File: src/hw/rtl/lfd_pkg.sv
// ----------------------------------------------------------------------------
// lfd_pkg
// shared constants and types of the rangefinder frame deframer
// ----------------------------------------------------------------------------
`default_nettype none

package lfd_pkg;

  localparam int unsigned BYTE_W     = 8;
  localparam int unsigned VALUE_W    = 16;
  localparam int unsigned POS_W      = 4;

  localparam logic [BYTE_W-1:0] FRAME_HEAD = 8'h59;
  localparam logic [BYTE_W-1:0] FRAME_TAIL = 8'h0A;

  // byte positions inside a frame
  localparam logic [POS_W-1:0] POS_HEAD0 = 4'd0;
  localparam logic [POS_W-1:0] POS_HEAD1 = 4'd1;
  localparam logic [POS_W-1:0] POS_DIST_LO = 4'd2;
  localparam logic [POS_W-1:0] POS_DIST_HI = 4'd3;
  localparam logic [POS_W-1:0] POS_STR_LO  = 4'd4;
  localparam logic [POS_W-1:0] POS_STR_HI  = 4'd5;
  localparam logic [POS_W-1:0] POS_CHECK   = 4'd8;
  localparam logic [POS_W-1:0] POS_LAST    = 4'd9;

  typedef enum logic [1:0] {
    ST_OK       = 2'd0,
    ST_CHECKSUM = 2'd1,
    ST_FRAMING  = 2'd2
  } frame_status_t;

  // one finished frame, handed from the parser to the output register
  typedef struct packed {
    logic              last;
    logic [VALUE_W-1:0] distance;
    logic [VALUE_W-1:0] strength;
    frame_status_t     frame_status;
  } frame_result_t;

endpackage

`default_nettype wire

File: src/hw/rtl/lfd_parse.sv
// ----------------------------------------------------------------------------
// lfd_parse
// frame position, checksum and field capture for one byte per cycle while byte_en is high
// ----------------------------------------------------------------------------
`default_nettype none

module lfd_parse
  import lfd_pkg::*;
(
  input  wire logic                clk,
  input  wire logic                rst,
  input  wire logic                byte_en,
  input  wire logic [BYTE_W-1:0]   data_byte,
  output frame_result_t            result
);

  logic [POS_W-1:0]   byte_position;
  logic [BYTE_W-1:0]  running_sum;
  logic               header_good;
  logic [VALUE_W-1:0] distance_hold;
  logic [VALUE_W-1:0] strength_hold;
  logic [BYTE_W-1:0]  received_check;

  logic               is_last;
  frame_status_t      status;

  // any position past the end counts as the last byte
  assign is_last = (byte_position >= POS_LAST);

  always_comb begin
    if (!header_good || (data_byte != FRAME_TAIL)) begin
      status = ST_FRAMING;
    end else if (running_sum != received_check) begin
      status = ST_CHECKSUM;
    end else begin
      status = ST_OK;
    end
    result.last         = is_last;
    result.frame_status = status;
    result.distance     = (status == ST_OK) ? distance_hold : '0;
    result.strength     = (status == ST_OK) ? strength_hold : '0;
  end

  always_ff @(posedge clk) begin
    if (rst) begin
      byte_position  <= '0;
      running_sum    <= '0;
      header_good    <= 1'b0;
      distance_hold  <= '0;
      strength_hold  <= '0;
      received_check <= '0;
    end else if (byte_en) begin
      if (byte_position < POS_LAST - POS_W'(1)) begin
        running_sum <= ((byte_position == POS_HEAD0) ? '0 : running_sum) + data_byte;
      end
      unique case (byte_position)
        POS_HEAD0:   header_good <= (data_byte == FRAME_HEAD);
        POS_HEAD1:   header_good <= header_good && (data_byte == FRAME_HEAD);
        POS_DIST_LO: distance_hold[BYTE_W-1:0]       <= data_byte;
        POS_DIST_HI: distance_hold[VALUE_W-1:BYTE_W] <= data_byte;
        POS_STR_LO:  strength_hold[BYTE_W-1:0]       <= data_byte;
        POS_STR_HI:  strength_hold[VALUE_W-1:BYTE_W] <= data_byte;
        POS_CHECK:   received_check <= data_byte;
        default: ;
      endcase
      byte_position <= is_last ? '0 : byte_position + POS_W'(1);
    end
  end

endmodule

`default_nettype wire

File: src/hw/rtl/lidar_frame_deframer_top.sv
// ----------------------------------------------------------------------------
// lidar_frame_deframer_top
// cuts a rangefinder byte stream into 10-byte frames and reports each frame
// ----------------------------------------------------------------------------
// usage
//   s_* channel: one raw sensor byte per word in s_tdata[7:0]
//   m_* channel: one word per frame, on the tenth byte of each frame
//     m_tdata  = {strength, distance}, m_tuser = frame status
//     status 0 ok, 1 checksum mismatch, 2 header or trailer wrong;
//     distance and strength read zero unless the status is ok
//   frames are aligned to the first byte after reset, no resync
// timing
//   one byte accepted per cycle, except while a last byte waits for the
//   result slot; bytes go through an input register, then the parser
//   updates its state and fills the result register that drives m_*
// reset
//   rst (synchronous, high) empties both registers and restarts at byte 0
// stalls
//   while a result waits on m_tready, bytes that produce no result keep
//   flowing; only the last byte of the next frame waits for the slot
// ----------------------------------------------------------------------------
`default_nettype none

module lidar_frame_deframer_top
  import lfd_pkg::*;
(
  input  wire logic                 clk,
  input  wire logic                 rst,
  // slave side: sensor bytes
  input  wire logic                 s_tvalid,
  output logic                      s_tready,
  input  wire logic [BYTE_W-1:0]    s_tdata,   // [7:0] data_byte
  // master side: frame results
  output logic                      m_tvalid,
  input  wire logic                 m_tready,
  output logic [2*VALUE_W-1:0]      m_tdata,   // [15:0] distance, [31:16] strength
  output logic [1:0]                m_tuser    // [1:0] frame_status
);

  // input register
  logic              in_valid;
  logic [BYTE_W-1:0] in_byte;

  // result register
  logic              out_valid;
  logic [VALUE_W-1:0] out_distance;
  logic [VALUE_W-1:0] out_strength;
  frame_status_t     out_status;

  frame_result_t     result;
  logic              slot_free;
  logic              advance;

  lfd_parse u_parse (
    .clk       (clk),
    .rst       (rst),
    .byte_en   (advance),
    .data_byte (in_byte),
    .result    (result)
  );

  // result slot is free if empty or being drained this cycle
  assign slot_free = !out_valid || m_tready;
  // a non-final byte never needs the slot
  assign advance   = in_valid && (!result.last || slot_free);
  assign s_tready  = !in_valid || advance;

  always_ff @(posedge clk) begin
    if (rst) begin
      in_valid <= 1'b0;
    end else if (s_tready) begin
      in_valid <= s_tvalid;
    end
  end

  always_ff @(posedge clk) begin
    if (s_tready && s_tvalid) begin
      in_byte <= s_tdata;
    end
  end

  always_ff @(posedge clk) begin
    if (rst) begin
      out_valid <= 1'b0;
    end else if (advance && result.last) begin
      out_valid <= 1'b1;
    end else if (m_tready) begin
      out_valid <= 1'b0;
    end
  end

  always_ff @(posedge clk) begin
    if (advance && result.last) begin
      out_distance <= result.distance;
      out_strength <= result.strength;
      out_status   <= result.frame_status;
    end
  end

  assign m_tvalid = out_valid;
  assign m_tdata  = {out_strength, out_distance};
  assign m_tuser  = out_status;

endmodule

`default_nettype wire
File: config.mk
export PLATFORM = sky130hd
export DESIGN_NAME = lidar_frame_deframer_top
export DESIGN_NICKNAME = d
export VERILOG_FILES = /design/src/hw/rtl/lfd_pkg.sv /design/src/hw/rtl/lfd_parse.sv /design/src/hw/rtl/lidar_frame_deframer_top.sv
export SDC_FILE = /design/constraint.sdc
export NUM_CORES = 1
export LEC_CHECK = 0
export BUFFER_PORTS_ARGS = -buffer_cell sky130_fd_sc_hd__buf_2
export CORE_MARGIN = 5
export CORE_UTILIZATION = 35
export DETAILED_ROUTE_END_ITERATION = 6
export GPL_ROUTABILITY_DRIVEN = 0
export PLACE_DENSITY = 0.53
export SLEW_MARGIN = 0
export SYNTH_ARGS = -nofsm -noshare
export SYNTH_HDL_FRONTEND = slang
export SYNTH_SLANG_ARGS = --single-unit
File: constraint.sdc
create_clock -name clk -period 4.05 [get_ports clk]
set_clock_uncertainty 0.1 [all_clocks]
set_input_delay 0.405 -clock clk [delete_from_list [all_inputs] [get_ports clk]]
set_output_delay 0.405 -clock clk [all_outputs]
set_load 0.005 [all_outputs]
==> run metrics <==
Die Wd 119.1 um; vias in the first global route 2,835; Max Clk Rate 0.3209 GHz; layout cell share with drive strength beyond 1 15.21%; critical path endpoint category register; HPWL after detailed placement 5872 um; dominant cell type by area after synthesis edfxtp_1; PostCTS Resize Cnt 0; total gr overflow 0; Total GRT Usage 13.26%; fin nets 467; Vias 2,880; Hold-fix buffers, CTS 0; status completed; root buffer cell clkbuf_16; r2r worst-path depth 11; Synth cell types 52; CTS tree built; hold wc startpoint s_tdata[1]; pin count of the biggest net entering global routing 58; RSZ-0062 raised after global routing no; flops & latches, synth 97; Filler cells 1,147; wire per inst 14.96 um; worst-margin pin slew 1061 ps; startpoint types register; post-synth top area share 30.26%; Crit Path Max Fanout 9; RR Endpoint u_parse.running_sum[7]; top post-synthesis cells by area edfxtp_1, dfxtp_1, nand2_1; Syn-to-layout area delta 14.92%; Syn. warnings 0; Pwr Total 2049 uW; Die H 119.1 um; Worst Hold Path EP in_byte[1]; Max Cap Viol 0; Clock Path Buffers 2; Setup Fix Bufs, Post-CTS 0; number of remaining DRC errors 0; Worst EP arrival 3190 ps; Synth Instances 404; Main synth FF type dfxtp_1; HP Class in2reg; Final Cycle Share 76.94%; Final Setup Violations 0; initial antenna violation count 0; Leak 0.001673 uW; setup_tns 0 ps; flop2flop setup slack 930 ps; endpoints failing hold 0; final wirelength 8829 um; commonest non-fill, non-tap cells in the layout nand2_1, dfxtp_1, buf_2; Starting Density 36.04%; hold depth 1; total power divided by cell area 427.8 mW/mm2; Tmin final 3116 ps; crit path kind reg2reg; core area 0.01156 mm2; fin. max-slew vios 0; # rows 39; post-route antenna net violation count 0; number of port buffers 47; IR Drop Worst-Case VDD 0.1670 mV; asr flop ratio synth 0%; reg2reg start u_parse.byte_position[0]; die area 0.01419 mm2; Rel. slew slack 29.25%; Synth Area per Inst 10.32 um2; detailed-router iteration count before antenna repair 4; cell area after synthesis 0.004168 mm2; I/O pins 48; number of synthesized flops with an enable pin 42; clk slew on worst S/H paths 70 ps; total clock sinks 97; worst skew pair latency 340 ps; antenna diode count 0; required time worst endpoint 4130 ps; 1st-iter DRT viols 141; most common cell after layout, fill and taps aside nand2_1; cts bufs inserted 9; vias per cell 4.881; H-tree depth 3; first-pass GRT wire length 14,760 um; syn_nets 429; Seq/Total Area, Yosys 56.68%
[worst max path at each step]
stage	cells after the start	endpoint	slack, ps	start
detailed placement	11	u_parse.running_sum[7]	930	u_parse.byte_position[0]
global placement	11	u_parse.running_sum[7]	1060	u_parse.byte_position[0]
finish	11	u_parse.running_sum[7]	930	u_parse.byte_position[0]
CTS	11	u_parse.running_sum[7]	920	u_parse.byte_position[0]
floorplan	5	m_tuser[0]	1090	u_parse.byte_position[0]
global route	11	u_parse.running_sum[7]	670	u_parse.byte_position[0]
[cell usage after synthesis (all sizes together) (2+ instances only)]
| master | count |
|---|---|
| dfxtp | 55 |
| edfxtp | 42 |
| o21ai | 5 |
| nor4 | 5 |
| nor2 | 17 |
| inv | 9 |
| nand2 | 79 |
| nor3b | 2 |
| o211ai | 2 |
| ha | 12 |
| and3 | 3 |
| mux2i | 10 |
| nand2b | 5 |
| nor2b | 5 |
| a31oi | 4 |
| a211oi | 2 |
| o31ai | 2 |
| xor2 | 9 |
| and2 | 43 |
| nor4b | 2 |
| nand3 | 5 |
| buf | 10 |
| a21oi | 46 |
| nand3b | 2 |
| clkbuf | 10 |
| or3b | 2 |
| nor3 | 2 |
[per-stage QoR]
| stage | setup WS (ps) | instances | util (%) | area [um2] | hold WS (ps) |
|---|---|---|---|---|---|
| floorplan | 1087 | 404 | - | 4168 | 331.7 |
| global placement | 1059 | 574 | 38.71 | 4477 | 339.9 |
| detailed placement | 933.5 | 574 | 38.71 | 4477 | 345.0 |
| CTS | 923.0 | 590 | 41.42 | 4790 | 120.0 |
| global route | 673.8 | 590 | 41.42 | 4790 | 120.7 |
| finish | 933.9 | 590 | 41.42 | 4790 | 130.1 |
[cell type report]
type	count	area, um2	area share, %
multi-input cells	278	1667	34.80
clock buffers	11	232.7	4.859
inverters	9	33.78	0.7053
repair buffers	47	235.2	4.911
flip-flops and latches	97	2362	49.32
well taps	143	178.9	3.736
clock inverters	5	80.08	1.672
[metal layers]
metal / share of wire (%) / up-vias / global-route usage [%] / routed length (um)
met5: 0 / - / 0 / 0
met4: 1.9 / 0 / 5.576 / 166
met3: 3.6 / 10 / 3.460 / 315
met2: 48 / 46 / 21.23 / 4238
met1: 47 / 1364 / 17.00 / 4109
li1: - / 1460 / - / -
[report_power, final]
| part | internal, uW | total (uW) | leakage [uW] | switching, uW |
|---|---|---|---|---|
| Combinational | 33.3 | 85.4 | 0.000763 | 52.1 |
| Clock | 542 | 904 | 0.000148 | 362 |
| Sequential | 1030 | 1060 | 0.000762 | 31.3 |
| Total | 1600 | 2050 | 0.00167 | 446 |
[flip-flops by register name (all words and copies together), names as in the netlist, 2 cells and up]
name,cells
u_parse.distance_hold,16
u_parse.byte_position,4
u_parse.received_check,8
u_parse.strength_hold,16
out_distance,16
out_strength,16
in_byte,8
u_parse.running_sum,8
m_tuser,2
[critical path, cell delays in order (launching register included)]
cell and delay [ps]:
dfxtp_1 350, inv_1 130, ha_1 290, or3b_1 520, nand2_1 170, inv_1 60, ha_1 280, a211oi_1 220
o21ai_0 230, o31ai_1 300, mux2i_1 230, a31oi_1 90
[cells by family after synthesis]
kind of cell	synth area share [%]
simple gates	21.77
flops	56.68
compound gates	9.457
buf+inv	3.512
fa+ha+maj	4.083
xor+xnor	2.102
mux	2.402
Power figures use the tool's default switching activity.
